$ cat config.mk
export PLATFORM = sky130hd
export DESIGN_NAME = graph_depth_first_walk_core
export DESIGN_NICKNAME = d
export VERILOG_FILES = /design/src/dfw_pkg.sv /design/src/dfw_ram.sv /design/src/dfw_ctrl.sv /design/src/dfw_datapath.sv /design/src/graph_depth_first_walk_core.sv
export SDC_FILE = /design/constraint.sdc
export NUM_CORES = 1
export LEC_CHECK = 0
export ABC_AREA = 1
export ABC_CLOCK_PERIOD_IN_PS = 7300
export BUFFER_PORTS_ARGS = -buffer_cell sky130_fd_sc_hd__clkbuf_2
export CORE_MARGIN = 1
export CORE_UTILIZATION = 30
export CTS_CLUSTER_DIAMETER = 30
export DETAILED_ROUTE_END_ITERATION = 10
export HOLD_SLACK_MARGIN = 0.02
export PLACE_DENSITY = 0.5
export SYNTH_ARGS = -nofsm -noshare
export SYNTH_HDL_FRONTEND = slang
export SYNTH_SLANG_ARGS = --single-unit
export TNS_END_PERCENT = 50
$ cat constraint.sdc
create_clock -name clk_i -period 7.3 [get_ports clk_i]
set_clock_uncertainty 0.15 [all_clocks]
set_input_delay 0.73 -clock clk_i [delete_from_list [all_inputs] [get_ports clk_i]]
set_output_delay 0.73 -clock clk_i [all_outputs]
set_load 0.005 [all_outputs]
$ cat src/dfw_pkg.sv
// ----------------------------------------------------------------------------
// dfw_pkg: shared types for the depth-first graph walk core
// Operation and status codes, and the command and status words between the
// controller and the datapath.
// ----------------------------------------------------------------------------
`timescale 1ns / 1ps
`default_nettype none

package dfw_pkg;

  localparam int ID_W = 4;
  localparam int CFG_W = 5;
  localparam int OP_W = 2;
  localparam int ST_W = 2;
  localparam logic [CFG_W-1:0] NODE_COUNT_RESET = 5'd16;

  typedef enum logic [OP_W-1:0] {
    OP_ADD_EDGE = 2'd0,
    OP_TRAVERSE = 2'd1,
    OP_CLEAR    = 2'd2
  } op_e;

  typedef enum logic [ST_W-1:0] {
    ST_OK    = 2'd0,
    ST_FULL  = 2'd1,
    ST_RANGE = 2'd2
  } status_e;

  localparam logic KIND_ACK = 1'b0;
  localparam logic KIND_VISIT = 1'b1;

  typedef struct packed {
    logic    load_item;
    logic    cnt_sel_a;
    logic    cnt_sel_b;
    logic    latch_cnt_a;
    logic    latch_cnt_b;
    logic    add_wr_a;
    logic    add_wr_b;
    logic    cnt_clear;
    logic    tr_init;
    logic    outer_start;
    logic    outer_next;
    logic    advance;
    logic    push;
    logic    pop;
    logic    pop_load;
    logic    emit_ack;
    status_e ack_status;
    logic    emit_done;
  } dfw_cmd_t;

  typedef struct packed {
    logic range_bad;
    logic list_full;
    logic outer_end;
    logic outer_seen;
    logic pos_done;
    logic last_frame;
    logic nbr_skip;
  } dfw_stat_t;

endpackage

`default_nettype wire

$ cat src/dfw_ram.sv
// ----------------------------------------------------------------------------
// dfw_ram: generic single-write, single-read memory
// One write port and one read port with registered read data.
// ----------------------------------------------------------------------------
`timescale 1ns / 1ps
`default_nettype none

module dfw_ram #(
  parameter int WIDTH = 4,
  parameter int DEPTH = 16
) (
  input  logic                     clk_i,
  input  logic                     we_i,
  input  logic [$clog2(DEPTH)-1:0] waddr_i,
  input  logic [WIDTH-1:0]         wdata_i,
  input  logic [$clog2(DEPTH)-1:0] raddr_i,
  output logic [WIDTH-1:0]         rdata_o
);

  logic [WIDTH-1:0] mem_q [DEPTH];
  logic [WIDTH-1:0] rdata_q;

  always_ff @(posedge clk_i) begin
    if (we_i) begin
      mem_q[waddr_i] <= wdata_i;
    end
    rdata_q <= mem_q[raddr_i];
  end

  assign rdata_o = rdata_q;

endmodule

`default_nettype wire

$ cat src/dfw_ctrl.sv
// ----------------------------------------------------------------------------
// dfw_ctrl: sequencing state machine of the depth-first graph walk core
// Steps edge insertion, list clearing and the stack-based walk, issuing
// commands to the datapath and branching on its status flags.
// ----------------------------------------------------------------------------
`timescale 1ns / 1ps
`default_nettype none

module dfw_ctrl import dfw_pkg::*; (
  input  logic            clk_i,
  input  logic            rst_ni,
  input  logic            start_i,
  input  logic [OP_W-1:0] operation_i,
  input  dfw_stat_t       stat_i,
  output dfw_cmd_t        cmd_o,
  output logic            busy_o
);

  typedef enum logic [10:0] {
    S_IDLE     = 11'b000_0000_0001,
    S_ADD_RDA  = 11'b000_0000_0010,
    S_ADD_RDB  = 11'b000_0000_0100,
    S_ADD_CHK  = 11'b000_0000_1000,
    S_ADD_WRA  = 11'b000_0001_0000,
    S_ADD_WRB  = 11'b000_0010_0000,
    S_TR_OUTER = 11'b000_0100_0000,
    S_TR_READ  = 11'b000_1000_0000,
    S_TR_EVAL  = 11'b001_0000_0000,
    S_TR_POP   = 11'b010_0000_0000,
    S_TR_DONE  = 11'b100_0000_0000
  } state_e;

  state_e state_q, state_d;

  always_comb begin
    cmd_o = '0;
    cmd_o.ack_status = ST_OK;
    state_d = state_q;
    unique case (state_q)
      S_IDLE: begin
        if (start_i) begin
          unique case (op_e'(operation_i))
            OP_ADD_EDGE: begin
              cmd_o.load_item = 1'b1;
              state_d = S_ADD_RDA;
            end
            OP_TRAVERSE: begin
              cmd_o.tr_init = 1'b1;
              state_d = S_TR_OUTER;
            end
            OP_CLEAR: begin
              cmd_o.cnt_clear = 1'b1;
              cmd_o.emit_ack = 1'b1;
            end
            default: ;
          endcase
        end
      end
      S_ADD_RDA: begin
        cmd_o.cnt_sel_a = 1'b1;
        state_d = S_ADD_RDB;
      end
      S_ADD_RDB: begin
        cmd_o.cnt_sel_b = 1'b1;
        cmd_o.latch_cnt_a = 1'b1;
        state_d = S_ADD_CHK;
      end
      S_ADD_CHK: begin
        cmd_o.latch_cnt_b = 1'b1;
        if (stat_i.range_bad) begin
          cmd_o.emit_ack = 1'b1;
          cmd_o.ack_status = ST_RANGE;
          state_d = S_IDLE;
        end else if (stat_i.list_full) begin
          cmd_o.emit_ack = 1'b1;
          cmd_o.ack_status = ST_FULL;
          state_d = S_IDLE;
        end else begin
          state_d = S_ADD_WRA;
        end
      end
      S_ADD_WRA: begin
        cmd_o.add_wr_a = 1'b1;
        state_d = S_ADD_WRB;
      end
      S_ADD_WRB: begin
        cmd_o.add_wr_b = 1'b1;
        cmd_o.emit_ack = 1'b1;
        state_d = S_IDLE;
      end
      S_TR_OUTER: begin
        if (stat_i.outer_end) begin
          state_d = S_TR_DONE;
        end else if (stat_i.outer_seen) begin
          cmd_o.outer_next = 1'b1;
        end else begin
          cmd_o.outer_start = 1'b1;
          state_d = S_TR_READ;
        end
      end
      S_TR_READ: begin
        state_d = S_TR_EVAL;
      end
      S_TR_EVAL: begin
        if (stat_i.pos_done) begin
          cmd_o.pop = 1'b1;
          if (stat_i.last_frame) begin
            cmd_o.outer_next = 1'b1;
            state_d = S_TR_OUTER;
          end else begin
            state_d = S_TR_POP;
          end
        end else if (stat_i.nbr_skip) begin
          cmd_o.advance = 1'b1;
          state_d = S_TR_READ;
        end else begin
          cmd_o.push = 1'b1;
          state_d = S_TR_READ;
        end
      end
      S_TR_POP: begin
        cmd_o.pop_load = 1'b1;
        state_d = S_TR_READ;
      end
      S_TR_DONE: begin
        cmd_o.emit_done = 1'b1;
        state_d = S_IDLE;
      end
      default: state_d = S_IDLE;
    endcase
  end

  always_ff @(posedge clk_i or negedge rst_ni) begin
    if (!rst_ni) begin
      state_q <= S_IDLE;
    end else begin
      state_q <= state_d;
    end
  end

  assign busy_o = (state_q != S_IDLE);

endmodule

`default_nettype wire

$ cat src/dfw_datapath.sv
// ----------------------------------------------------------------------------
// dfw_datapath: storage and arithmetic of the depth-first graph walk core
// Holds the neighbor lists, list counts, discovered marks, the walk stack and
// the result register, and acts on commands from the controller.
// ----------------------------------------------------------------------------
`timescale 1ns / 1ps
`default_nettype none

module dfw_datapath import dfw_pkg::*; #(
  parameter int MAX_NODES = 16,
  parameter int MAX_DEGREE = 8
) (
  input  logic             clk_i,
  input  logic             rst_ni,
  input  dfw_cmd_t         cmd_i,
  output dfw_stat_t        stat_o,
  input  logic             cfg_we_i,
  input  logic [CFG_W-1:0] cfg_wdata_i,
  input  logic [ID_W-1:0]  edge_source_i,
  input  logic [ID_W-1:0]  edge_target_i,
  output logic             valid_o,
  output logic             result_kind_o,
  output logic [ID_W-1:0]  visited_node_o,
  output logic             last_o,
  output logic [ST_W-1:0]  status_o
);

  localparam int NW = $clog2(MAX_NODES);
  localparam int CW = $clog2(MAX_NODES + 1);
  localparam int PW = $clog2(MAX_DEGREE + 1);
  localparam int TD = MAX_NODES * MAX_DEGREE;
  localparam int TAW = $clog2(TD);
  localparam int SW = NW + PW;

  logic [CFG_W-1:0]     node_count_q;
  logic [CW-1:0]        n_eff;
  logic [ID_W-1:0]      a_q, b_q;
  logic [NW-1:0]        a_node, b_node;
  logic [PW-1:0]        cnt_a_q, cnt_b_q, cnt_b_eff;
  logic [MAX_NODES-1:0] cnt_vld_q, mark_q;
  logic                 cnt_rd_vld_q;
  logic [NW-1:0]        cnt_raddr, cnt_waddr;
  logic [PW-1:0]        cnt_rdata, cnt_rd, cnt_wdata;
  logic                 tbl_we;
  logic [NW-1:0]        tbl_wrow, tbl_wdata, tbl_rdata;
  logic [PW-1:0]        tbl_wpos, tbl_rpos;
  logic [TAW-1:0]       tbl_waddr, tbl_raddr;
  logic [CW-1:0]        outer_q, depth_q;
  logic [NW-1:0]        cur_v_q, pend_q;
  logic [PW-1:0]        cur_pos_q;
  logic                 pend_vld_q;
  logic [SW-1:0]        stk_wdata, stk_rdata;
  logic [NW-1:0]        stk_waddr, stk_raddr;
  logic                 emit_visit, valid_d;
  logic                 valid_q, kind_q, last_q;
  logic [ID_W-1:0]      node_q;
  logic [ST_W-1:0]      status_q;

  always_comb begin
    if (node_count_q == '0) begin
      n_eff = CW'(1);
    end else if (int'(node_count_q) > MAX_NODES) begin
      n_eff = CW'(MAX_NODES);
    end else begin
      n_eff = CW'(node_count_q);
    end
  end

  assign a_node = NW'(a_q);
  assign b_node = NW'(b_q);

  // List counts: a store whose entries read as zero until written since the
  // last reset or clear.
  assign cnt_raddr = cmd_i.cnt_sel_a ? a_node : (cmd_i.cnt_sel_b ? b_node : cur_v_q);
  assign cnt_rd = cnt_rd_vld_q ? cnt_rdata : '0;
  assign cnt_b_eff = (a_q == b_q) ? PW'(cnt_a_q + 1'b1) : cnt_b_q;
  assign cnt_waddr = cmd_i.add_wr_b ? b_node : a_node;
  assign cnt_wdata = cmd_i.add_wr_b ? PW'(cnt_b_eff + 1'b1) : PW'(cnt_a_q + 1'b1);

  dfw_ram #(.WIDTH(PW), .DEPTH(MAX_NODES)) u_cnt_ram (
    .clk_i   (clk_i),
    .we_i    (tbl_we),
    .waddr_i (cnt_waddr),
    .wdata_i (cnt_wdata),
    .raddr_i (cnt_raddr),
    .rdata_o (cnt_rdata)
  );

  assign tbl_we = cmd_i.add_wr_a | cmd_i.add_wr_b;
  assign tbl_wrow = cnt_waddr;
  assign tbl_wpos = cmd_i.add_wr_b ? cnt_b_eff : cnt_a_q;
  assign tbl_wdata = cmd_i.add_wr_b ? a_node : b_node;
  assign tbl_waddr = TAW'(int'(tbl_wrow) * MAX_DEGREE + int'(tbl_wpos));
  assign tbl_rpos = (int'(cur_pos_q) < MAX_DEGREE) ? cur_pos_q : '0;
  assign tbl_raddr = TAW'(int'(cur_v_q) * MAX_DEGREE + int'(tbl_rpos));

  dfw_ram #(.WIDTH(NW), .DEPTH(TD)) u_tbl_ram (
    .clk_i   (clk_i),
    .we_i    (tbl_we),
    .waddr_i (tbl_waddr),
    .wdata_i (tbl_wdata),
    .raddr_i (tbl_raddr),
    .rdata_o (tbl_rdata)
  );

  // The stack holds the frames below the current one; the current frame lives
  // in cur_v_q and cur_pos_q.
  assign stk_waddr = NW'(depth_q - CW'(1));
  assign stk_raddr = NW'(depth_q - CW'(2));
  assign stk_wdata = {cur_v_q, PW'(cur_pos_q + 1'b1)};

  dfw_ram #(.WIDTH(SW), .DEPTH(MAX_NODES)) u_stk_ram (
    .clk_i   (clk_i),
    .we_i    (cmd_i.push),
    .waddr_i (stk_waddr),
    .wdata_i (stk_wdata),
    .raddr_i (stk_raddr),
    .rdata_o (stk_rdata)
  );

  always_comb begin
    stat_o.range_bad = (int'(a_q) >= int'(n_eff)) || (int'(b_q) >= int'(n_eff));
    if (a_q == b_q) begin
      stat_o.list_full = (int'(cnt_a_q) + 2) > MAX_DEGREE;
    end else begin
      stat_o.list_full = (int'(cnt_a_q) >= MAX_DEGREE) || (int'(cnt_rd) >= MAX_DEGREE);
    end
    stat_o.outer_end = int'(outer_q) >= int'(n_eff);
    stat_o.outer_seen = mark_q[outer_q[NW-1:0]];
    stat_o.pos_done = cur_pos_q >= cnt_rd;
    stat_o.last_frame = (depth_q == CW'(1));
    stat_o.nbr_skip = (int'(tbl_rdata) >= int'(n_eff)) || mark_q[tbl_rdata] ||
                      (int'(depth_q) >= MAX_NODES);
  end

  always_ff @(posedge clk_i or negedge rst_ni) begin
    if (!rst_ni) begin
      node_count_q <= NODE_COUNT_RESET;
      cnt_vld_q <= '0;
      mark_q <= '0;
      outer_q <= '0;
      depth_q <= '0;
      pend_vld_q <= 1'b0;
    end else begin
      if (cfg_we_i) begin
        node_count_q <= cfg_wdata_i;
      end
      if (cmd_i.cnt_clear) begin
        cnt_vld_q <= '0;
      end else if (tbl_we) begin
        cnt_vld_q[cnt_waddr] <= 1'b1;
      end
      if (cmd_i.tr_init) begin
        mark_q <= '0;
        outer_q <= '0;
        depth_q <= '0;
        pend_vld_q <= 1'b0;
      end else begin
        if (cmd_i.outer_start) begin
          mark_q[outer_q[NW-1:0]] <= 1'b1;
          depth_q <= CW'(1);
          pend_vld_q <= 1'b1;
        end
        if (cmd_i.push) begin
          mark_q[tbl_rdata] <= 1'b1;
          depth_q <= CW'(depth_q + 1'b1);
        end
        if (cmd_i.pop) begin
          depth_q <= CW'(depth_q - 1'b1);
        end
        if (cmd_i.outer_next) begin
          outer_q <= CW'(outer_q + 1'b1);
        end
      end
    end
  end

  always_ff @(posedge clk_i) begin
    cnt_rd_vld_q <= cnt_vld_q[cnt_raddr];
    if (cmd_i.load_item) begin
      a_q <= edge_source_i;
      b_q <= edge_target_i;
    end
    if (cmd_i.latch_cnt_a) begin
      cnt_a_q <= cnt_rd;
    end
    if (cmd_i.latch_cnt_b) begin
      cnt_b_q <= cnt_rd;
    end
    if (cmd_i.outer_start) begin
      cur_v_q <= outer_q[NW-1:0];
      cur_pos_q <= '0;
      pend_q <= outer_q[NW-1:0];
    end else if (cmd_i.push) begin
      cur_v_q <= tbl_rdata;
      cur_pos_q <= '0;
      pend_q <= tbl_rdata;
    end else if (cmd_i.advance) begin
      cur_pos_q <= PW'(cur_pos_q + 1'b1);
    end else if (cmd_i.pop_load) begin
      {cur_v_q, cur_pos_q} <= stk_rdata;
    end
  end

  // A visited node is held back one step so the final one can carry last.
  assign emit_visit = (cmd_i.outer_start | cmd_i.push) & pend_vld_q;
  assign valid_d = cmd_i.emit_ack | cmd_i.emit_done | emit_visit;

  always_ff @(posedge clk_i or negedge rst_ni) begin
    if (!rst_ni) begin
      valid_q <= 1'b0;
    end else begin
      valid_q <= valid_d;
    end
  end

  always_ff @(posedge clk_i) begin
    if (valid_d) begin
      kind_q <= cmd_i.emit_ack ? KIND_ACK : KIND_VISIT;
      node_q <= cmd_i.emit_ack ? '0 : ID_W'(pend_q);
      last_q <= cmd_i.emit_ack | cmd_i.emit_done;
      status_q <= cmd_i.emit_ack ? cmd_i.ack_status : ST_OK;
    end
  end

  assign valid_o = valid_q;
  assign result_kind_o = kind_q;
  assign visited_node_o = node_q;
  assign last_o = last_q;
  assign status_o = status_q;

endmodule

`default_nettype wire

$ cat src/graph_depth_first_walk_core.sv
// ----------------------------------------------------------------------------
// graph_depth_first_walk_core: undirected graph store with depth-first walk
// Keeps per-node neighbor lists and walks them depth first on request.
// ----------------------------------------------------------------------------
// A command word is taken at a clock edge with start_i high and busy_o low.
// Its fields are operation_i, edge_source_i and edge_target_i. Each result
// word is shown for exactly one cycle with valid_o high; the receiver cannot
// stall, so every word must be taken when shown. last_o marks the final word
// of a command. The node count register is written through cfg_we_i and
// cfg_wdata_i; the user must do so only while the core is idle (not enforced).
// A clear answers in the cycle after it is taken. An add edge reads both list
// counts, answers if an id is out of range or a list is full, else writes both
// lists and answers; busy_o stays high until then. A traverse scans node ids,
// walks from each unvisited one through its neighbor entries, descends into
// new nodes, returns from nested frames and closes the scan. Each visited node
// is held until the next is found or the scan closes; the final word is shown
// in the first cycle with busy_o low. One command is handled at a time; the
// next one may be taken in the cycle that shows the final word of the previous
// one. Unused operation codes are dropped with no answer. Reset clears the
// neighbor lists and the walk state and sets the node count to sixteen.
// ----------------------------------------------------------------------------
`timescale 1ns / 1ps
`default_nettype none

module graph_depth_first_walk_core import dfw_pkg::*; #(
  parameter int MAX_NODES = 16,
  parameter int MAX_DEGREE = 8
) (
  input  logic             clk_i,
  input  logic             rst_ni,
  input  logic             start_i,
  output logic             busy_o,
  input  logic [OP_W-1:0]  operation_i,
  input  logic [ID_W-1:0]  edge_source_i,
  input  logic [ID_W-1:0]  edge_target_i,
  input  logic             cfg_we_i,
  input  logic [CFG_W-1:0] cfg_wdata_i,
  output logic             valid_o,
  output logic             result_kind_o,
  output logic [ID_W-1:0]  visited_node_o,
  output logic             last_o,
  output logic [ST_W-1:0]  status_o
);

  dfw_cmd_t  cmd;
  dfw_stat_t stat;

  dfw_ctrl u_ctrl (
    .clk_i       (clk_i),
    .rst_ni      (rst_ni),
    .start_i     (start_i),
    .operation_i (operation_i),
    .stat_i      (stat),
    .cmd_o       (cmd),
    .busy_o      (busy_o)
  );

  dfw_datapath #(
    .MAX_NODES  (MAX_NODES),
    .MAX_DEGREE (MAX_DEGREE)
  ) u_datapath (
    .clk_i          (clk_i),
    .rst_ni         (rst_ni),
    .cmd_i          (cmd),
    .stat_o         (stat),
    .cfg_we_i       (cfg_we_i),
    .cfg_wdata_i    (cfg_wdata_i),
    .edge_source_i  (edge_source_i),
    .edge_target_i  (edge_target_i),
    .valid_o        (valid_o),
    .result_kind_o  (result_kind_o),
    .visited_node_o (visited_node_o),
    .last_o         (last_o),
    .status_o       (status_o)
  );

endmodule

`default_nettype wire

After elaboration in Yosys (flattened, before gate mapping)
Memories as Yosys holds them, arrays and structs flattened. A register that Yosys moved wholly into a read port is not among the register bits.
Cells that the tools add are included.
- mux-type cells: 90
- reductions and logical operators: 21
- equality and inequality tests: 20
- bitwise operators: 10
- order comparisons: 18
- $add $sub $neg: 10
- operators by type and width (kind ; number):
    case mux 11 bit (9 select lines) ; 1
    2-to-1 mux 16 bit ; 6
    2-to-1 mux 4 bit ; 17
    2-to-1 mux 5 bit ; 10
    OR 16 bit ; 3
    2-to-1 mux 1 bit ; 34
    2-to-1 mux 11 bit ; 3
    > comparator 32 x 5 -> 1 bit (second input constant) ; 1
    case mux 11 bit (2 select lines) ; 1
    < comparator 4 x 5 -> 1 bit (second input constant) ; 4
    2-to-1 mux 10 bit ; 2
    greater-or-equal comparator 4 x 5 -> 1 bit ; 3
    adder 7 x 4 -> 7 bit ; 2
    adder 4 x 1 -> 4 bit (second input constant) ; 3
    binary-select mux 1 bit (select 4 bit) ; 3
    demux 1 bit (select 4 bit) ; 3
    greater-or-equal comparator 4 x 1 -> 1 bit (second input constant) ; 3
    equality test 11 x 1 -> 1 bit (second input constant) ; 1
    equality test 11 x 10 -> 1 bit (second input constant) ; 1
    equality test 11 bit (second input constant) ; 1
    equality test 11 x 2 -> 1 bit (second input constant) ; 1
    equality test 11 x 3 -> 1 bit (second input constant) ; 1
    equality test 11 x 4 -> 1 bit (second input constant) ; 1
    equality test 11 x 5 -> 1 bit (second input constant) ; 1
    40 further kinds ; 63
- output and inout port bits: 10
- logic and storage cells: 193
- memories: 3
- bits of input ports: 19
- bits in registers: 97
- RAM bits: 704
- memories (name ; words ; bits a word ; read ports ; clocked after memory_dff ; write ports ; RTL line ; text):
    u_datapath.u_tbl_ram.mem_q ; 128 ; 4 ; 1 ; 1 ; 1 ; dfw_ram.sv:20 ; logic [WIDTH-1:0] mem_q [DEPTH];
    u_datapath.u_stk_ram.mem_q ; 16 ; 8 ; 1 ; 1 ; 1 ; dfw_ram.sv:20 ;
    u_datapath.u_cnt_ram.mem_q ; 16 ; 4 ; 1 ; 1 ; 1 ; dfw_ram.sv:20 ;

Logic depth before layout (Yosys ltp)
Gate-level depths: netlist of the first run.
- word-level depth: 12
- depth in mapped cells: 17
- gate-level depth less buffers: 16

Hierarchy
From an unflattened synthesis of the first run, not the netlist that was laid out.
- cells, all modules: 3507
- area, all modules: 36416.2 um^2
- modules (own cells, without submodules) (module ; times used ; area each (um^2) ; cells each):
    dfw_ram (u_datapath.u_tbl_ram) ; 1 ; 21495.6 ; 1886
    dfw_ram (u_datapath.u_stk_ram) ; 1 ; 5766.8 ; 551
    dfw_datapath ; 1 ; 5328.9 ; 661
    dfw_ram (u_datapath.u_cnt_ram) ; 1 ; 2966.6 ; 290
    dfw_ctrl ; 1 ; 858.3 ; 119

Worst setup path before layout of the first run
Ideal clock, no wire load.
- path kind: register -> register
- start: reg u_ctrl.state_q[9]
- end: mem u_datapath.u_tbl_ram.mem_q[0][0], data pin
- data arrival time: 6.099 ns
- path slack: -0.145 ns
- cell stages (with the launch flop): 8
- data required time: 5.953 ns
- path through: dfrtp_1 > nor2_2 > nand2_2 > nor2_4 > nand2_2 > buf_6 > buf_2 > o21ai_0
- longest elaborated chain between the ends: 3
- ends and longest elaborated chain (element ; RTL line ; text):
    start, declared ; dfw_ctrl.sv:33 ; state_e state_q, state_d;
    start signal, assigned ; dfw_ctrl.sv:137 ; state_q <= state_d;
    equality test 11 x 6 -> 1 bit ; dfw_ctrl.sv:39 ; unique case (state_q)
    2-to-1 mux 1 bit ; dfw_ctrl.sv:39 ;
    2-to-1 mux 4 bit ; dfw_datapath.sv:92 ; assign tbl_wdata = cmd_i.add_wr_b ? a_node : b_node;
    via u_datapath.tbl_wdata[0] ; dfw_datapath.sv:45 ; logic [NW-1:0] tbl_wrow, tbl_wdata, tbl_rdata;
    end, declared ; dfw_ram.sv:20 ;
The timed path passes the listed nets, and every way through them passes these cells.

Worst setup path after layout of the first run
- start: reg u_ctrl.state_q[9]
- end: mem u_datapath.u_tbl_ram.mem_q[78][2] (netlist: u_datapath.u_tbl_ram.mem_q[39][2]), enable pin
- longest elaborated chain between the ends: 5
- elaborated cells on any way between the ends: 10
- ends and longest elaborated chain (element):
    parallel branches: the longest is 5 deep, another holds adder 7 x 4 -> 7 bit
Several ways; the timed one is not identified.

==> results of run 1 <==
[metal layers]
metal  up-vias  part of all wire [%]  track usage (%)
met1     11941                    46             21.4
met2       636                    47             26.3
met4         2                   1.9             4.87
li1      11881                     -                -
met5         -                 0.013                0
met3       154                   5.2             3.12
[registers in the layout, indices dropped and copies added (netlist names), 8 cells and up]
signal / count
u_datapath.u_tbl_ram.mem_q: 512
u_datapath.u_stk_ram.mem_q: 128
u_datapath.u_cnt_ram.mem_q: 64
u_datapath.cnt_vld_q: 16
u_datapath.mark_q: 16
u_ctrl.state_q: 11
u_datapath.u_stk_ram.rdata_o: 8
[through the flow]
stage               power, mW  area, sq um  hold slack (ns)
global route             17.9        44300           0.0206
CTS                      17.2        44300           0.0204
global placement         9.10        38100            0.356
detailed placement       9.08        38100            0.361
floorplan                7.92        36200            0.284
finish                   17.1        44300           0.0546
[timing repair]
item                                    in CTS  in global routing
hold buffers                                 1                  0
endpoints found under the setup margin       0                  0
hold endpoints to repair                     1                  0
[layout make-up]
cell class                      instances  share of cell area, %
Antenna cell                            1                0.00565
Clock buffer                          201                   10.5
Clock inverter                        130                   3.40
Inverter                              452                   3.84
Multi-Input combinational cell       1928                   22.3
Sequential cell                       817                   54.3
Tap cell                             1612                   4.56
Timing Repair Buffer                   68                   1.06
[cells in the mapped netlist (4+ instances only)]
master	instances	area share (%)
o21bai_1	9	0.19
clkbuf_1	133	1.4
xnor2_1	4	0.097
o21ai_0	140	1.9
dfxtp_1	21	1.2
nor2_1	321	3.3
nand3_1	398	5.5
inv_1	447	4.6
nor3_1	30	0.41
o22ai_1	18	0.31
nand3_2	12	0.33
buf_2	23	0.32
or2_2	25	0.43
o221ai_1	15	0.36
o211ai_1	235	4.9
xor2_1	12	0.29
dfrtp_1	58	4.0
buf_1	17	0.18
edfxtp_1	736	61
ha_1	41	1.4
nand2_1	593	6.2
a21oi_1	33	0.46
nand4_1	13	0.22
[logic make-up after synthesis]
| family | count (synthesis) | synth area share (%) |
|---|---|---|
| AOI/OAI and AO/OA | 461 | 8.36 |
| xor gates and xnor gates | 19 | 0.522 |
| adders and majority gates | 41 | 1.42 |
| buffers and inverters | 626 | 6.59 |
| DFF | 817 | 66.4 |
| and+or+nand+nor | 1407 | 16.7 |
[worst paths after layout]
| kind | slack, ns | end | depth (start not counted) |
|---|---|---|---|
| worst max-delay path | 3.05 | u_datapath.u_tbl_ram.mem_q[39][2] | 12 |
| worst min-delay path | 0.05 | u_datapath.a_node[1] | 1 |
| min in group asynchronous | 0.55 | u_datapath.valid_o | 3 |
| max in group asynchronous | 5.84 | u_datapath.depth_q[0] | 3 |
| worst min register to register | 0.37 | u_datapath.cnt_vld_q[3] | 2 |
| worst max register to register | 3.05 | u_datapath.u_tbl_ram.mem_q[39][2] | 12 |
[power by group]
part	internal [mW]	switching, mW
logic	0.983	2.48
clock network	5.51	2.61
registers	5.39	0.147
total	11.9	5.24
[worst max-delay path, delay by kind of cell, from the launching register on]
family	cells	cell delay, ns
xor gates and xnor gates	1	0.48
and+or+nand+nor	7	1.80
buffers and inverters	1	0.43
adders and majority gates	2	0.52
DFF	1	0.39
AOI/OAI and AO/OA	1	0.10
==> reports/qor.yml, run 1 <==
io_pins: 29
slew_headroom_pct: 21.4
setup_viol: 0
timing.final.crit_share_pct: 58.2
setup_tns_ns: 0
cts_buffers: 177
synth_edf_count: 736
synth_area_sq_um: 36200
grt_pass1_wl_mm: 150
antenna_found_initial: 2
hold_viol_final: 0
power.density_nw_per_um2: 386
ys.flop_type: "edfxtp_1"
drv_slew: 0
worstPathRequired_ns: 7.54
syn2layout_area_growth_pct: 22.3
ys_seq_area_share_pct: 66.4
critPathLaunchType: "register"
vdd.ir_drop.worst_uv: 248
drc_errors: 0
crit_path_top_delay_cell: "nand3_1"
crit_start: "u_ctrl.state_q[9]"
clkTransAtPathRegs_ns: 0.05
grt_pass1_vias: 25250
drv_cap: 0
cts_root_buffer: "clkbuf_16"
p_leak_nw: 16.9
portBuffers: 28
final_nets: 3504
finalWorstSetupSlack_ns: 3.05
fin_cells: 5209
core.rowCount: 127
grt_max_degree: 196
ys_warn_count: 0
ys_ff_latch: 817
reg2reg_from: "u_ctrl.state_q[9]"
yosysUniqueCellTypes: 43
fill_cells: 11845
outcome: "finished, final reports clean"
end_kind: "register"
vias_per_cell: 4.73
clockBufferDepth: 3
synth.avg_cell_area_sq_um: 10.7
finalWirelength_mm: 96.9
crit_chain: "nor2_2, nand2_2, nor2_4, nand2_2, inv_1, nand2_1, o21ai_0, ha_1, ha_1, xor2_2, nand3_1, nor2_1"
crit_path_max_incr_delay_ns: 0.53
clock_sinks: 817
wl_per_cell_um: 18.6
cts_tree: "yes"
syn_nets: 3431
crit_fanout: 21
final_core_util_pct: 37.0
final_cell_mix: "edfxtp_1, nand2_1, inv_1, nand3_1, nor2_1"
die_h_um: 349
syn_inst: 3371
postRouteAntennaNets: 0
initial_utilization_pct: 30.2
drt_iter0_drc: 1958
drive_gt1_share_pct: 12.1
fmaxAchievable_mhz: 235
dp_slack_ns: 3.03
dp.cells: 4876
cts_resized: 0
min_from: "edge_source_i[1]"
dieArea_sq_um: 122000
track_usage_pct: 16.0
fin_crit_ns: 4.25
firstDrtPassIters: 5
path_class: "register to register"
final_common_cell: "edfxtp_1"
vias: 24614
worst_pin_slew_ns: 1.18
regArea_sq_um: 24000
rsz0062_at_grt: "no"
postSynth.asyncResetShare_pct: 7.34
post-dp-hpwl_mm: 57.9
cp.arrival_ns: 4.48
die_w_um: 349
cts_setup_buffers: 0
multi_input_area_sq_um: 9890
clkLatencyLatePin_ns: 0.75
min_path_type: "input port to register"
gp_congestion: 0.814
htree_levels: 4
overflow: 0
coreArea_sq_um: 120000
Power figures use the tool's default switching activity.
==> inputs of run 2 (changes only) <==
- ABC_CLOCK_PERIOD_IN_PS: 7300 -> 4200
- PLACE_DENSITY: 0.5 -> 0.49
- clock period: 7.3 -> 4.2 ns (I/O delays scaled with it)
==> reports/qor.yml, run 2 (synthesized netlist as in run 1, its figures left out) <==
rsz0062_at_grt: "no"
vias: 25140  # +2.1%
overflow: 0  # unchanged
vdd.ir_drop.worst_uv: 370  # +49%
drv_slew: 0  # unchanged
grt_pass1_wl_mm: 149  # -0.55%
antenna_found_initial: 0  # -2
busiest_layer: "met2"
io_pins: 29  # unchanged
vias_per_cell: 4.75  # +0.55%
setup_tns_ns: 0  # unchanged
grt_max_degree: 129  # -34%
r2r_slack_ns: 0.35  # -2.70 ns
multi_input_area_sq_um: 9880  # -0.15%
grtUsageMet3_pct: 2.89  # -0.23 points
wl_per_cell_um: 18.5  # -0.38%
fin_cells: 5291  # +1.6%
drv_cap: 0  # unchanged
drc_errors: 0  # unchanged
dp_slack_ns: 0.407  # -2.63 ns
met2_usage_pct: 26.2  # -0.045 points
coreArea_sq_um: 120000  # unchanged
cts_setup_buffers: 0  # unchanged
die_h_um: 349  # unchanged
end_kind: "register"
fin_crit_ns: 3.85  # -0.397 ns
slew_headroom_pct: 34.6  # +13 points
core.rowCount: 127  # unchanged
path_class: "register to register"
final_nets: 3583  # +2.3%
setup_viol: 0  # unchanged
worstPathRequired_ns: 4.46  # -3.08 ns
postRouteAntennaNets: 0  # unchanged
dieArea_sq_um: 122000  # unchanged
clockBufferDepth: 3  # unchanged
gp_congestion: 0.812  # -0.26%
clkLatencyLatePin_ns: 0.77  # +0.02 ns
reg.largest.list: "u_datapath.u_tbl_ram.mem_q (512), u_datapath.u_stk_ram.mem_q (128), u_datapath.u_cnt_ram.mem_q (64)"
drive_gt1_share_pct: 12.9  # +0.87 points
drt_iter0_drc: 1697  # -13%
outcome: "finished, final reports clean"
cp.arrival_ns: 4.11  # -0.37 ns
p_leak_nw: 17.4  # +2.8%
grtUsageMet1_pct: 21.0  # -0.34 points
syn2layout_area_growth_pct: 25.0
largest_reg_flops: 512  # unchanged
timing.hold.ws_ns: 0.168  # +0.113 ns
crit_fanout: 10  # -52%
cts_resized: 0  # unchanged
finalWirelength_mm: 98.1  # +1.2%
fmaxAchievable_mhz: 260  # +10%
worst_pin_slew_ns: 0.980  # -0.199 ns
track_usage_pct: 16.1  # +0.10 points
clock_sinks: 817  # unchanged
finalWorstSetupSlack_ns: 0.349  # -2.70 ns
dp.cells: 4922  # +0.94%
r2r_cells: 13  # +1
initial_utilization_pct: 30.2  # unchanged
timing.final.crit_share_pct: 91.7  # +34 points
grt_pass1_vias: 25411  # +0.64%
clkTransAtPathRegs_ns: 0.05  # about the same
power.density_nw_per_um2: 672  # +74%
post-dp-hpwl_mm: 58.3  # +0.66%
die_w_um: 349  # unchanged
regArea_sq_um: 24000  # unchanged
min_path_type: "input port to asynchronous set/reset pin"
regMostFlops: "u_datapath.u_tbl_ram.mem_q"
portBuffers: 28  # unchanged
firstDrtPassIters: 5  # unchanged
final_cell_mix: "edfxtp_1, nand2_1, inv_1, nand3_1, nor2_1"
fill_cells: 11778  # -0.57%
cts_tree: "yes"
cts_buffers: 183  # +3.4%
final_common_cell: "edfxtp_1"
critPathLaunchType: "register"
hold_buffers: 28  # +27
totalPowerFinal_mw: 30.4  # +78%
cts_root_buffer: "clkbuf_16"
hold_viol_final: 0  # unchanged
htree_levels: 4  # unchanged
run 2: changes by cell type in the layout (fill, tap and decap cells not counted), sizes merged, moves of 3 or more:
cell and change:
buf +46, clkinv -4, clkbuf +5, dlygate4sd3 +27, clkinvlp +3, bufinv +6
run 2: final timing paths:
path,startpoint,to
setup / recovery,u_ctrl.state_q[0],u_datapath.u_tbl_ram.mem_q[34][0]
hold / removal,rst_ni,u_datapath.mark_q[7]
setup reg to reg,u_ctrl.state_q[0],u_datapath.u_tbl_ram.mem_q[34][0]
hold reg to reg,u_datapath.cnt_vld_q[9],u_datapath.cnt_vld_q[9]
max in group asynchronous,rst_ni,u_datapath.node_count_q[4]
min in group clk_i,edge_source_i[3],u_datapath.a_node[3]
run 2: area by class of cell:
type	count	area share (%)
timing repair buffer	141	2.70
antenna	1	0.00553
inverter	452	3.76
sequential	817	53.1
clock inverter	134	3.72
clock buffer	206	10.4
tap	1612	4.46
multi-input combinational	1928	21.8
run 2: metal layers:
layer	share of wire (%)	vias up	wire length (um)
met5	0	-	0
met4	3.2	0	3160
met3	5.3	200	5220
met2	47	667	45900
met1	45	12215	43800
li1	-	12058	-
run 2: power breakdown:
| part | internal [mW] | switching, mW | leakage, nW | total, mW |
|---|---|---|---|---|
| Combinational | 1.85 | 4.36 | 6.75 | 6.21 |
| Sequential | 9.37 | 0.219 | 7.60 | 9.58 |
| Clock | 10.0 | 4.60 | 3.06 | 14.6 |
run 2: critical path, stage by stage (launching register included):
cell     delay [ns]
dfstp_2        0.54
nor2_2         0.06
nand2_2        0.09
nor2_4         0.04
nand2_2        0.18
inv_1          0.10
buf_4          0.18
o21ai_0        0.25
ha_1           0.28
ha_1           0.22
xor2_2         0.29
buf_4          0.24
nand3_1        0.40
nor2_1         0.46
run 2: per-stage QoR:
step / cell area [sq um] / util [%]
after floorplan: 36200 / -
after global placement: 38600 / 32.2
after detailed placement: 38600 / 32.2
after CTS: 45200 / 37.8
after global routing: 45200 / 37.8
final: 45200 / 37.8
